[src/rtl/fll_pkg.sv]
// ----------------------------------------------------------------------------
// fll_pkg
// Shared types and constants of the floating-point literal lexer.
// ----------------------------------------------------------------------------
`default_nettype none

package fll_pkg;

    localparam int MAX_TOKEN_LENGTH = 255;
    // longest literal that may be accepted, capped by the 8-bit length field
    localparam logic [8:0] LIMIT_LEN =
        9'((MAX_TOKEN_LENGTH < 255) ? MAX_TOKEN_LENGTH : 255);

    localparam logic [20:0] CH_0      = 21'h30;
    localparam logic [20:0] CH_1      = 21'h31;
    localparam logic [20:0] CH_2      = 21'h32;
    localparam logic [20:0] CH_3      = 21'h33;
    localparam logic [20:0] CH_4      = 21'h34;
    localparam logic [20:0] CH_6      = 21'h36;
    localparam logic [20:0] CH_9      = 21'h39;
    localparam logic [20:0] CH_US     = 21'h5f;
    localparam logic [20:0] CH_DOT    = 21'h2e;
    localparam logic [20:0] CH_PLUS   = 21'h2b;
    localparam logic [20:0] CH_MINUS  = 21'h2d;
    localparam logic [20:0] CH_LO_A   = 21'h61;
    localparam logic [20:0] CH_LO_E   = 21'h65;
    localparam logic [20:0] CH_LO_F   = 21'h66;
    localparam logic [20:0] CH_LO_P   = 21'h70;
    localparam logic [20:0] CH_LO_X   = 21'h78;
    localparam logic [20:0] CH_UP_A   = 21'h41;
    localparam logic [20:0] CH_UP_F   = 21'h46;
    localparam logic [20:0] CH_UP_X   = 21'h58;

    typedef enum logic [1:0] {
        SIZE_DEFAULT = 2'd0,
        SIZE_F32     = 2'd1,
        SIZE_F64     = 2'd2
    } size_t;

    typedef enum logic [1:0] {
        ERR_NONE    = 2'd0,
        ERR_DOT_END = 2'd1,
        ERR_NO_HEX  = 2'd2,
        ERR_EXP     = 2'd3
    } err_t;

    typedef struct packed {
        logic is_dig;
        logic is_nz;
        logic is_zero;
        logic is_us;
        logic is_hexl;
        logic is_dot;
        logic is_sign;
        logic is_e;
        logic is_p;
        logic is_f;
        logic is_x;
        logic is_2;
        logic is_3;
        logic is_4;
        logic is_6;
    } cls_t;

    typedef struct packed {
        err_t        error_kind;
        logic        possible_error;
        logic        hex_form;
        size_t       size_tag;
        logic [7:0]  token_length;
        logic        accepted;
    } res_t;

endpackage

`default_nettype wire

[src/rtl/fll_class.sv]
// ----------------------------------------------------------------------------
// fll_class
// Sorts one code point into the character classes the scanner looks at.
// ----------------------------------------------------------------------------
`default_nettype none

module fll_class
    import fll_pkg::*;
(
    input  wire logic [20:0] code_point,
    output cls_t             cls
);

    always_comb
    begin
        cls.is_dig  = (code_point >= CH_0) && (code_point <= CH_9);
        cls.is_nz   = (code_point >= CH_1) && (code_point <= CH_9);
        cls.is_zero = (code_point == CH_0);
        cls.is_us   = (code_point == CH_US);
        cls.is_hexl = ((code_point >= CH_LO_A) && (code_point <= CH_LO_F)) ||
                      ((code_point >= CH_UP_A) && (code_point <= CH_UP_F));
        cls.is_dot  = (code_point == CH_DOT);
        cls.is_sign = (code_point == CH_PLUS) || (code_point == CH_MINUS);
        cls.is_e    = (code_point == CH_LO_E);
        cls.is_p    = (code_point == CH_LO_P);
        cls.is_f    = (code_point == CH_LO_F);
        cls.is_x    = (code_point == CH_LO_X) || (code_point == CH_UP_X);
        cls.is_2    = (code_point == CH_2);
        cls.is_3    = (code_point == CH_3);
        cls.is_4    = (code_point == CH_4);
        cls.is_6    = (code_point == CH_6);
    end

endmodule

`default_nettype wire

[src/rtl/fll_fsm.sv]
// ----------------------------------------------------------------------------
// fll_fsm
// Scan state machine: one transition per character, flags the deciding step.
// ----------------------------------------------------------------------------
`default_nettype none

module fll_fsm
    import fll_pkg::*;
(
    input  wire logic clk,
    input  wire logic rst_n,
    input  wire logic step,
    input  wire cls_t cls,
    input  wire logic start_new,
    input  wire logic at_end,
    output logic      emit,
    output res_t      res
);

    typedef enum logic [3:0] {
        PH_IDLE, PH_ZERO, PH_INT, PH_DOTA, PH_FRAC, PH_LDOT, PH_EXPE, PH_ESIGN,
        PH_EDIG, PH_HEXX, PH_HDIG, PH_PEXP, PH_PSIGN, PH_PDIG, PH_SUF, PH_START
    } phase_t;

    phase_t      phase_reg, phase_next, cur_phase;
    logic [7:0]  chars_reg, n;
    logic [8:0]  n_inc;
    logic        hex_reg, hex_cur, hex_next;
    size_t       tag_reg, tag_cur, tag_next;
    logic        active, fin, ok, len_ok;
    logic [8:0]  len;
    size_t       rtag;
    err_t        err;

    assign active = start_new || (phase_reg != PH_IDLE);

    always_comb
    begin
        cur_phase  = start_new ? PH_START : phase_reg;
        n          = start_new ? 8'd0 : chars_reg;
        hex_cur    = start_new ? 1'b0 : hex_reg;
        tag_cur    = start_new ? SIZE_DEFAULT : tag_reg;
        n_inc      = {1'b0, n} + 9'd1;
        phase_next = cur_phase;
        hex_next   = hex_cur;
        tag_next   = tag_cur;
        fin        = 1'b0;
        ok         = 1'b0;
        len        = {1'b0, n};
        rtag       = SIZE_DEFAULT;
        err        = ERR_NONE;

        if (at_end)
        begin
            fin = 1'b1;
            case (cur_phase)
                PH_DOTA: err = ERR_DOT_END;
                PH_FRAC, PH_EDIG, PH_PDIG: ok = 1'b1;
                PH_EXPE, PH_ESIGN, PH_PEXP, PH_PSIGN: err = ERR_EXP;
                PH_SUF:
                begin
                    ok  = 1'b1;
                    len = (tag_cur != SIZE_DEFAULT) ? {1'b0, n} - 9'd1 : {1'b0, n};
                end
                default: ok = 1'b0;
            endcase
        end
        else
        begin
            case (cur_phase)
                PH_START:
                begin
                    if (cls.is_nz)        phase_next = PH_INT;
                    else if (cls.is_zero) phase_next = PH_ZERO;
                    else if (cls.is_dot)  phase_next = PH_LDOT;
                    else                  fin = 1'b1;
                end
                PH_ZERO:
                begin
                    if (cls.is_dot) phase_next = PH_DOTA;
                    else if (cls.is_x)
                    begin
                        hex_next   = 1'b1;
                        phase_next = PH_HEXX;
                    end
                    else fin = 1'b1;
                end
                PH_INT:
                begin
                    if (cls.is_dig || cls.is_us) phase_next = PH_INT;
                    else if (cls.is_dot)         phase_next = PH_DOTA;
                    else if (cls.is_e)           phase_next = PH_EXPE;
                    else if (cls.is_f)
                    begin
                        tag_next   = SIZE_DEFAULT;
                        phase_next = PH_SUF;
                    end
                    else fin = 1'b1;
                end
                PH_DOTA, PH_LDOT:
                begin
                    if (cls.is_dig) phase_next = PH_FRAC;
                    else            fin = 1'b1;
                end
                PH_FRAC, PH_EDIG, PH_PDIG:
                begin
                    if (cls.is_dig || cls.is_us) phase_next = cur_phase;
                    else if (cls.is_e && (cur_phase == PH_FRAC)) phase_next = PH_EXPE;
                    else if (cls.is_f)
                    begin
                        tag_next   = SIZE_DEFAULT;
                        phase_next = PH_SUF;
                    end
                    else
                    begin
                        fin = 1'b1;
                        ok  = 1'b1;
                    end
                end
                PH_EXPE:
                begin
                    if (cls.is_sign)    phase_next = PH_ESIGN;
                    else if (cls.is_nz) phase_next = PH_EDIG;
                    else
                    begin
                        fin = 1'b1;
                        err = ERR_EXP;
                    end
                end
                PH_ESIGN:
                begin
                    if (cls.is_nz) phase_next = PH_EDIG;
                    else
                    begin
                        fin = 1'b1;
                        err = ERR_EXP;
                    end
                end
                PH_HEXX:
                begin
                    if (cls.is_dig || cls.is_hexl) phase_next = PH_HDIG;
                    else
                    begin
                        fin = 1'b1;
                        err = ERR_NO_HEX;
                    end
                end
                PH_HDIG:
                begin
                    if (cls.is_dig || cls.is_hexl || cls.is_us) phase_next = PH_HDIG;
                    else if (cls.is_p)                          phase_next = PH_PEXP;
                    else                                        fin = 1'b1;
                end
                PH_PEXP:
                begin
                    if (cls.is_sign)     phase_next = PH_PSIGN;
                    else if (cls.is_dig) phase_next = PH_PDIG;
                    else
                    begin
                        fin = 1'b1;
                        err = ERR_EXP;
                    end
                end
                PH_PSIGN:
                begin
                    if (cls.is_dig) phase_next = PH_PDIG;
                    else
                    begin
                        fin = 1'b1;
                        err = ERR_EXP;
                    end
                end
                PH_SUF:
                begin
                    ok = 1'b1;
                    if (tag_cur == SIZE_DEFAULT)
                    begin
                        if (cls.is_3)      tag_next = SIZE_F32;
                        else if (cls.is_6) tag_next = SIZE_F64;
                        else               fin = 1'b1;
                    end
                    else if (((tag_cur == SIZE_F32) && cls.is_2) ||
                             ((tag_cur == SIZE_F64) && cls.is_4))
                    begin
                        fin  = 1'b1;
                        len  = n_inc;
                        rtag = tag_cur;
                    end
                    else
                    begin
                        // f3 or f6 without its second digit: only the f counts
                        fin = 1'b1;
                        len = {1'b0, n} - 9'd1;
                    end
                end
                default: fin = 1'b1;
            endcase

            // overlong attempt: a non-deciding step that runs past the limit
            if (!fin && (n_inc > LIMIT_LEN))
            begin
                fin = 1'b1;
                ok  = 1'b0;
                err = ERR_NONE;
            end
        end

        len_ok             = ok && (len <= LIMIT_LEN);
        emit               = step && active && fin;
        res.accepted       = len_ok;
        res.token_length   = len_ok ? len[7:0] : 8'd0;
        res.size_tag       = len_ok ? rtag : SIZE_DEFAULT;
        res.hex_form       = hex_next;
        res.possible_error = !len_ok && (err != ERR_NONE);
        res.error_kind     = len_ok ? ERR_NONE : err;
    end

    always_ff @(posedge clk or negedge rst_n)
    begin
        if (!rst_n)
        begin
            phase_reg <= PH_IDLE;
            chars_reg <= 8'd0;
            hex_reg   <= 1'b0;
            tag_reg   <= SIZE_DEFAULT;
        end
        else if (step && active)
        begin
            hex_reg <= hex_next;
            tag_reg <= tag_next;
            if (fin)
            begin
                phase_reg <= PH_IDLE;
            end
            else
            begin
                phase_reg <= phase_next;
                chars_reg <= n_inc[7:0];
            end
        end
    end

endmodule

`default_nettype wire

[src/rtl/float_literal_lexer.sv]
// ----------------------------------------------------------------------------
// float_literal_lexer
// Recognizes floating-point literals in a stream of code points.
// ----------------------------------------------------------------------------
// One character is taken per clock. Each accepted transaction is held in an
// input register, then stepped through the scan state machine, and a deciding
// step lands its result in the output register. The input side keeps taking a
// character every cycle and stalls only while a finished result waits in the
// output register with m_tready low. Most characters produce no result; at most
// one result comes per scan attempt.
`default_nettype none

module float_literal_lexer
    import fll_pkg::*;
(
    input  wire logic        clk,
    input  wire logic        rst_n,
    input  wire logic        s_tvalid,
    output logic             s_tready,
    input  wire logic [23:0] s_tdata,   // [20:0] code_point, [23:21] zero
    input  wire logic [1:0]  s_tuser,   // [0] start_new, [1] at_end
    output logic             m_tvalid,
    input  wire logic        m_tready,
    output logic [15:0]      m_tdata    // [0] accepted, [8:1] token_length,
                                        // [10:9] size_tag, [11] hex_form,
                                        // [12] possible_error,
                                        // [14:13] error_kind, [15] zero
);

    logic        in_valid_reg;
    logic [20:0] cp_reg;
    logic        start_reg, end_reg;
    logic        out_valid_reg;
    res_t        res_reg;
    logic        advance, step, emit;
    cls_t        cls;
    res_t        res;

    assign advance  = !out_valid_reg || m_tready;
    assign step     = in_valid_reg && advance;
    assign s_tready = !in_valid_reg || advance;
    assign m_tvalid = out_valid_reg;
    assign m_tdata  = {1'b0, res_reg};

    fll_class u_class (
        .code_point (cp_reg),
        .cls        (cls)
    );

    fll_fsm u_fsm (
        .clk       (clk),
        .rst_n     (rst_n),
        .step      (step),
        .cls       (cls),
        .start_new (start_reg),
        .at_end    (end_reg),
        .emit      (emit),
        .res       (res)
    );

    always_ff @(posedge clk or negedge rst_n)
    begin
        if (!rst_n)
        begin
            in_valid_reg  <= 1'b0;
            out_valid_reg <= 1'b0;
        end
        else
        begin
            if (s_tvalid && s_tready)
            begin
                in_valid_reg <= 1'b1;
            end
            else if (step)
            begin
                in_valid_reg <= 1'b0;
            end
            if (advance)
            begin
                out_valid_reg <= step && emit;
            end
        end
    end

    always_ff @(posedge clk)
    begin
        if (s_tvalid && s_tready)
        begin
            cp_reg    <= s_tdata[20:0];
            start_reg <= s_tuser[0];
            end_reg   <= s_tuser[1];
        end
        if (advance && emit)
        begin
            res_reg <= res;
        end
    end

    logic [2:0] unused_pad;
    assign unused_pad = s_tdata[23:21];

    // an accepted literal never carries an error code
    a_accept_no_err: assert property (@(posedge clk) disable iff (!rst_n)
        m_tvalid && m_tdata[0] |-> (m_tdata[14:13] == ERR_NONE) && !m_tdata[12])
        else $error("accepted result carries an error");

    // the error hint follows the error code
    a_hint_matches: assert property (@(posedge clk) disable iff (!rst_n)
        m_tvalid |-> (m_tdata[12] == (m_tdata[14:13] != ERR_NONE)))
        else $error("possible_error does not match error_kind");

    // an accepted literal has a non-zero length, a rejected one has none
    a_len_matches: assert property (@(posedge clk) disable iff (!rst_n)
        m_tvalid |-> (m_tdata[0] == (m_tdata[8:1] != 8'd0)))
        else $error("token_length inconsistent with accepted");

    // a transaction taken in always sits in the input register next cycle
    a_in_captured: assert property (@(posedge clk) disable iff (!rst_n)
        s_tvalid && s_tready |=> in_valid_reg)
        else $error("input transaction lost");

    // a result that was not taken stays in the output register
    a_out_held: assert property (@(posedge clk) disable iff (!rst_n)
        out_valid_reg && !m_tready |=> out_valid_reg && $stable(res_reg))
        else $error("pending result dropped");

endmodule

`default_nettype wire
[config.mk]
export PLATFORM = sky130hd
export DESIGN_NAME = float_literal_lexer
export DESIGN_NICKNAME = d
export VERILOG_FILES = /design/src/rtl/fll_pkg.sv /design/src/rtl/fll_class.sv /design/src/rtl/fll_fsm.sv /design/src/rtl/float_literal_lexer.sv
export SDC_FILE = /design/constraint.sdc
export NUM_CORES = 1
export LEC_CHECK = 0
export BUFFER_PORTS_ARGS = -buffer_cell sky130_fd_sc_hd__buf_2
export CORE_MARGIN = 2
export CORE_UTILIZATION = 45
export CTS_CLUSTER_DIAMETER = 60
export CTS_CLUSTER_SIZE = 8
export DETAILED_ROUTE_END_ITERATION = 12
export PLACE_DENSITY_LB_ADDON = 0.12
export SLEW_MARGIN = 10
export SYNTH_ARGS = -nofsm -noshare
export SYNTH_HDL_FRONTEND = slang
export SYNTH_SLANG_ARGS = --single-unit
[constraint.sdc]
create_clock -name clk -period 10.2 [get_ports clk]
set_input_delay 0.51 -clock clk [delete_from_list [all_inputs] [get_ports clk]]
set_output_delay 0.51 -clock clk [all_outputs]
set_load 0.05 [all_outputs]
==> results of run 1 <==
area by class of cell:
cell class / count / area share (%)
multi-input cells: 329 / 49.74
inverters: 8 / 0.7351
clock buffers: 5 / 1.685
clock inverters: 3 / 0.6432
repair buffers: 45 / 5.636
well taps: 105 / 3.216
flip-flops and latches: 55 / 38.35
worst reg2reg max path: stages, from the launching register on:
cell	delay, ns
edfxtp_1	0.40
nor3_1	0.38
nand4_1	0.52
nor3_1	0.74
o22ai_1	0.17
a2111oi_2	0.55
nand3_1	0.35
nor2_4	0.33
mux2_2	0.37
power groups by stage:
stage / Clock [mW] / Combinational (mW) / Sequential [mW]
after floorplan: 0 / 0.0953 / 0.310
after global placement: 0 / 0.147 / 0.294
after detailed placement: 0 / 0.148 / 0.295
after CTS: 0.135 / 0.149 / 0.290
after global routing: 0.144 / 0.164 / 0.294
final: 0.130 / 0.150 / 0.290
worst min path at each step:
stage               startpoint  slack (ns)             to  depth (start not counted)
floorplan                rst_n        0.21   in_valid_reg                          0
global placement         rst_n        0.48  u_fsm.hex_reg                          1
detailed placement       rst_n        0.49  u_fsm.hex_reg                          1
CTS                      rst_n        0.14       m_tvalid                          1
global route             rst_n        0.14       m_tvalid                          1
finish                   rst_n        0.12  u_fsm.hex_reg                          1
placed cells by master (no fill, tap or decap), types with 4 or more instances in the layout:
master / n
nor2_1: 47
buf_2: 43
edfxtp_1: 38
nand2_1: 33
o21ai_0: 28
nand3_1: 21
a21oi_1: 21
nor3_1: 21
dfrtp_1: 17
nand2b_1: 10
nor2b_1: 8
or2_2: 8
inv_1: 7
xnor2_1: 7
nand4_1: 7
or3_1: 7
nor4_1: 7
mux2_2: 6
nand3b_1: 5
and2_1: 5
nor3b_1: 5
o221ai_1: 5
clkbuf_8: 5
o22ai_1: 4
a22o_1: 4
cells by family (layout without fill, tap and decap cells):
logic type	count (synthesis)	count (layout)	share of synthesized area, %
AOI/OAI and AO/OA	101	101	18.47
xor gates and xnor gates	10	10	2.342
adders and majority gates	3	3	1.004
buffers and inverters	34	61	3.847
DFF	55	55	41.89
muxes	9	9	2.643
other	1	1	0.1003
and+or+nand+nor	205	205	29.71
metal layers:
layer | vias to the layer above | track usage, % | share of wire [%]
li1 | 1622 | - | -
met2 | 163 | 30.99 | 44
met5 | - | 0 | 0
met4 | 0 | 6.280 | 1.7
met1 | 1563 | 33.60 | 47
met3 | 17 | 4.585 | 8.1
per-stage QoR:
step / hold slack, ns / power, mW / std cells / util [%]
2_1_floorplan: 0.2144 / 0.4051 / 418 / -
3_3_place_gp: 0.4827 / 0.4412 / 542 / 49.02
3_5_place_dp: 0.4928 / 0.4432 / 542 / 49.02
4_1_cts: 0.1404 / 0.5741 / 550 / 50.19
5_1_grt: 0.1390 / 0.6018 / 550 / 50.22
6_report: 0.1157 / 0.5704 / 550 / 50.22
==> results.py, run 1 <==
metrics = {
    "timing": {
        "period_share_pct": 38.65,
        "setup_ws_ns": 6.258,
        "rsz0062_at_grt": "no",
        "relSlewSlack_pct": 33.10,
        "slew_violations": 0,
        "report.final.setup_viol": 0,
        "period_needed_ns": 3.942,
        "skew_ns": 0.01478,
        "fin_setup_tns_ns": 0,
        "finalHoldViolations": 0,
        "fmax_mhz": 253.7,
        "tightest_slew_ns": 1.003,
    },
    "detailed_routing": {
        "vias": 3365,
        "detail_route.vias_per_cell": 6.118,
        "drtIter0Drc": 306,
        "routed_wl_um": 9298,
        "drtPass1Iterations": 5,
        "avgRoutedWirePerCell_um": 16.91,
        "drc": 0,
        "ant_nets": 0,
    },
    "logic_synthesis": {
        "netlist.area_leader.share_pct": 30.51,
        "syn_nets": 451,
        "synth_edf_count": 38,
        "synth_cells": 418,
        "synthArstFlopShare_pct": 30.91,
        "syn_area_um2": 3740,
        "synth_cell_types": 73,
        "synth_seq_cells": 55,
        "avgSynthCellArea_um2": 8.947,
        "netlist_top_cells_area": "edfxtp_1 31%, dfrtp_1 11%, nor2_1 4.8%, o21ai_0 3.7%, nand2_1 3.3%",
        "seq_area_frac_synth_pct": 41.89,
        "yosys.area.top_type": "edfxtp_1",
        "yosysMostFrequentCell": "nor2_1",
        "ys_top_cells_by_count": "48 x nor2_1, 38 x edfxtp_1, 33 x nand2_1, 28 x o21ai_0",
        "synth_warnings": 0,
        "ys.flop_type": "edfxtp_1",
    },
    "status": {
        "status": "finished, final reports clean",
    },
    "power_and_ir_drop": {
        "p_leak_nw": 1.401,
        "p_per_area_nw_per_um2": 139.6,
        "combPwrFrac_pct": 26.3,
        "ir_drop_mv": 0.08751,
        "swShare_pct": 36.16,
        "p_int_uw": 364.2,
        "pwr-share-seq_pct": 50.9,
        "clkPwrFrac_pct": 22.8,
        "p_sw_uw": 206.2,
    },
    "global_routing": {
        "antenna_found_initial": 0,
        "grt_pass1_wl_um": 15500,
        "grt_overflow": 0,
        "grt_pass1_vias": 3011,
        "grtUsageTotal_pct": 21.95,
        "grt_max_degree": 35,
    },
    "critical_path": {
        "reg2reg_depth": 8,
        "start_kind": "flop",
        "worstPathMaxFanout": 12,
        "crit_family": "simple AND/OR/NAND/NOR gates",
        "crit_chain": "nor3_1 -> nand4_1 -> nor3_1 -> o22ai_1 -> a2111oi_2 -> nand3_1 -> nor2_4 -> mux2_2",
        "reg2reg_slack_ns": 6.26,
        "crit_buf_inv": 0,
        "worst_path_max_delay_cell": "nor3_1",
        "cp.depth": 8,
        "required_ns": 10.40,
        "r2r_end": "u_fsm.chars_reg[6]",
        "setup.worst_path.end_class": "flop",
        "cpMostUsedCell": "nor3_1",
        "crit_arrival_ns": 4.14,
        "timing.rr.start": "cp_reg[13]",
        "timing_worst_setup_path_type": "reg -> reg",
        "cp_slowest_stage_delay_ns": 0.74,
        "endpoint": "u_fsm.chars_reg[6]",
        "cp-startpoint": "cp_reg[13]",
    },
    "job": {
        "cap_violations": 0,
    },
    "clock_network": {
        "post_cts_resized": 0,
        "cts.htree.levels": 2,
        "numClockSinks": 55,
        "cts_hold_buf": 0,
        "cts_root_buf": "clkbuf_8",
        "cts.path.max_buffers": 2,
        "postCtsSetupRepairBufs": 0,
        "insertion_delay_ns": 0.32,
        "numCtsBuffers": 5,
        "cts_tree": "built",
        "clk_pin_slew_ns": 0.11,
    },
    "placed_design": {
        "gp_congestion": 0.9778,
        "post-place-ws_ns": 6.144,
        "placed_area_um2": 3988,
        "dpl.hpwl_um": 6772,
        "port_buffers": 43,
    },
    "floorplanning": {
        "core_area_um2": 8134,
        "fp.dieH_um": 95.17,
        "io_pins": 48,
        "initial_core_util_pct": 45.98,
        "dieWidth_um": 95.17,
        "num_rows": 33,
        "dieArea_um2": 9056,
    },
    "layout": {
        "n_fill_cell": 790,
        "multi_input_area_um2": 2032,
        "largest_reg_flops": 21,
        "fin_area_um2": 4085,
        "final_layout_size_suffix_gt1_share_pct": 18.20,
        "area_delta_synth_final_pct": 9.234,
        "final_nets": 477,
        "ff_latch_area_um2": 1567,
        "n_antenna_cell": 0,
    },
    "hold_path": {
        "hold_class": "in -> async",
    },
}
Power figures use the tool's default switching activity.
==> run 2, diff against run 1 <==
- clock period: 10.2 -> 4.01 ns (I/O delays scaled with it)
==> run 2 against run 1 <==
- first-iteration DRC count fell by 30%
- cell count rose by 5.8%
- non-clock buffer count rose by 32
- sequential power rose to 2.5 times the previous value
- critical path depth did not move
- combinational power rose to 2.9 times the previous value
- utilization rose by 3.2 points
- clock power rose to 2.9 times the previous value
- die area did not move
- highest routed layer unchanged
==> results.py, run 2 (same netlist as run 1, synthesis figures left out) <==
metrics = {
    "hold_path": {
        "hold_depth": 1,
        "min_to": "cp_reg[0]",
        "hold_class": "in -> reg",
        "min-delay-start": "s_tdata[0]",
    },
    "clock_network": {
        "numCtsBuffers": 5,
        "postCtsSetupRepairBufs": 0,
        "cts_root_buf": "clkbuf_8",
        "post_cts_resized": 0,
        "insertion_delay_ns": 0.31,
        "clk_pin_slew_ns": 0.10,
        "cts.path.max_buffers": 2,
        "cts_tree": "built",
        "cts.htree.levels": 2,
        "numClockSinks": 55,
    },
    "timing": {
        "fmax_mhz": 301.0,
        "skew_ns": 0.008456,
        "rsz0062_at_grt": "no",
        "tightest_slew_ns": 0.9823,
        "finalHoldViolations": 0,
        "period_needed_ns": 3.322,
        "fin_setup_tns_ns": 0,
        "period_share_pct": 82.85,
        "relSlewSlack_pct": 34.51,
        "report.final.setup_viol": 0,
        "slew_violations": 0,
    },
    "critical_path": {
        "reg2reg_depth": 8,
        "worstPathMaxFanout": 9,
        "r2r_end": "u_fsm.chars_reg[1]",
        "setup.worst_path.end_class": "flop",
        "crit_arrival_ns": 3.52,
        "crit_family": "simple AND/OR/NAND/NOR gates",
        "start_kind": "flop",
        "crit_chain": "nand4bb_1 -> a311o_1 -> nor4_1 -> nand2_1 -> a2111oi_2 -> nand3_1 -> nor2_4 -> mux2_2",
        "crit_buf_inv": 0,
        "required_ns": 4.21,
        "cp.depth": 8,
        "timing.rr.start": "cp_reg[7]",
        "timing_worst_setup_path_type": "reg -> reg",
        "reg2reg_slack_ns": 0.69,
        "cp_slowest_stage_delay_ns": 0.51,
        "worst_path_max_delay_cell": "edfxtp_1",
    },
    "layout": {
        "final_nets": 509,
        "area_delta_synth_final_pct": 16.19,
        "final_cell_mix": "47 x nor2_1, 43 x buf_2, 38 x edfxtp_1, 33 x nand2_1, 33 x buf_4",
        "largest_reg_flops": 21,
        "final_common_cell": "nor2_1",
        "final_layout_size_suffix_gt1_share_pct": 23.48,
        "final_util_pct": 53.42,
        "n_antenna_cell": 0,
    },
    "detailed_routing": {
        "drc": 0,
        "wl_met1_um": 5068,
        "met2WireLength_um": 4394,
        "drtIter0Drc": 215,
        "dr.max_layer_used": "met4",
        "detail_route.vias_per_cell": 6.017,
        "routed-wl-met3_um": 649,
        "drtPass1Iterations": 5,
        "avgRoutedWirePerCell_um": 17.63,
        "vias": 3502,
        "routed_wl_um": 10260,
        "ant_nets": 0,
    },
    "placed_design": {
        "gp_congestion": 0.9168,
        "dpl.hpwl_um": 7646,
        "port_buffers": 43,
    },
    "global_routing": {
        "grt_pass1_wl_um": 16240,
        "antenna_found_initial": 0,
        "grt_pass1_vias": 3137,
        "grt_max_degree": 24,
        "grtUsageTotal_pct": 23.29,
        "grt_overflow": 0,
    },
    "job": {
        "cap_violations": 0,
    },
    "floorplanning": {
        "dieWidth_um": 95.17,
        "core_area_um2": 8134,
        "num_rows": 33,
        "initial_core_util_pct": 45.98,
        "io_pins": 48,
        "dieArea_um2": 9056,
        "fp.dieH_um": 95.17,
    },
    "status": {
        "status": "finished, final reports clean",
    },
    "power_and_ir_drop": {
        "ir_drop_mv": 0.2079,
        "p_per_area_nw_per_um2": 353.4,
        "p_leak_nw": 1.571,
    },
}
==> run 2: per-stage QoR <==
stage	area, um^2	cells	hold slack, ns	total power [mW]	setup WS [ns]
5_1_grt	4345	582	0.04295	1.603	0.4010
4_1_cts	4343	582	0.04666	1.541	0.3713
2_1_floorplan	3740	418	-0.09509	1.031	0.6329
6_report	4345	582	0.05717	1.536	0.6878
3_3_place_gp	4220	573	0.1725	1.159	0.5530
3_5_place_dp	4220	573	0.1815	1.167	0.3988
==> run 2: metal layers <==
metal  up-vias  track usage, %
li1       1691               -
met1      1655           35.31
met2       144           34.51
met3        12           3.162
met4         0           6.643
met5         -               0
==> run 2: how the worst max path moves through the flow <==
stage | slack, ns | startpoint | end
floorplan | 0.63 | start_reg | m_tdata[0]
global placement | 0.55 | u_fsm.phase_reg[0] | m_tdata[8]
detailed placement | 0.40 | u_fsm.phase_reg[0] | m_tdata[1]
CTS | 0.37 | u_fsm.phase_reg[0] | m_tdata[1]
global route | 0.40 | cp_reg[7] | u_fsm.chars_reg[7]
finish | 0.69 | cp_reg[7] | u_fsm.chars_reg[1]
==> run 2: layout make-up <==
type / instances / area [um^2]
inverter: 8 / 30.03
tap: 105 / 131.4
timing repair buffer: 77 / 473.0
multi-input combinational: 329 / 2032
clock inverter: 3 / 43.79
fill: 776 / 3789
sequential: 55 / 1567
clock buffer: 5 / 68.82
==> run 2: power breakdown <==
group          leakage, nW  internal [mW]  switching [mW]
Combinational        0.922          0.149           0.281
Sequential           0.591          0.674          0.0580
Clock               0.0581          0.186           0.187
Total                 1.57           1.01           0.526
==> run 2: worst reg2reg max path, delay by kind of cell (launching register included) <==
family / cells / cell delay (ns)
flip-flops: 1 / 0.51
AO/OA/AOI/OAI: 2 / 0.87
AND/OR/NAND/NOR: 5 / 1.45
multiplexers: 1 / 0.38
==> run 2: what timing repair did <==
| item | CTS | global route |
|---|---|---|
| hold endpoints to repair | 17 | 0 |
| endpoints found under the setup margin | 0 | 0 |
| hold buffers | 1 | 0 |
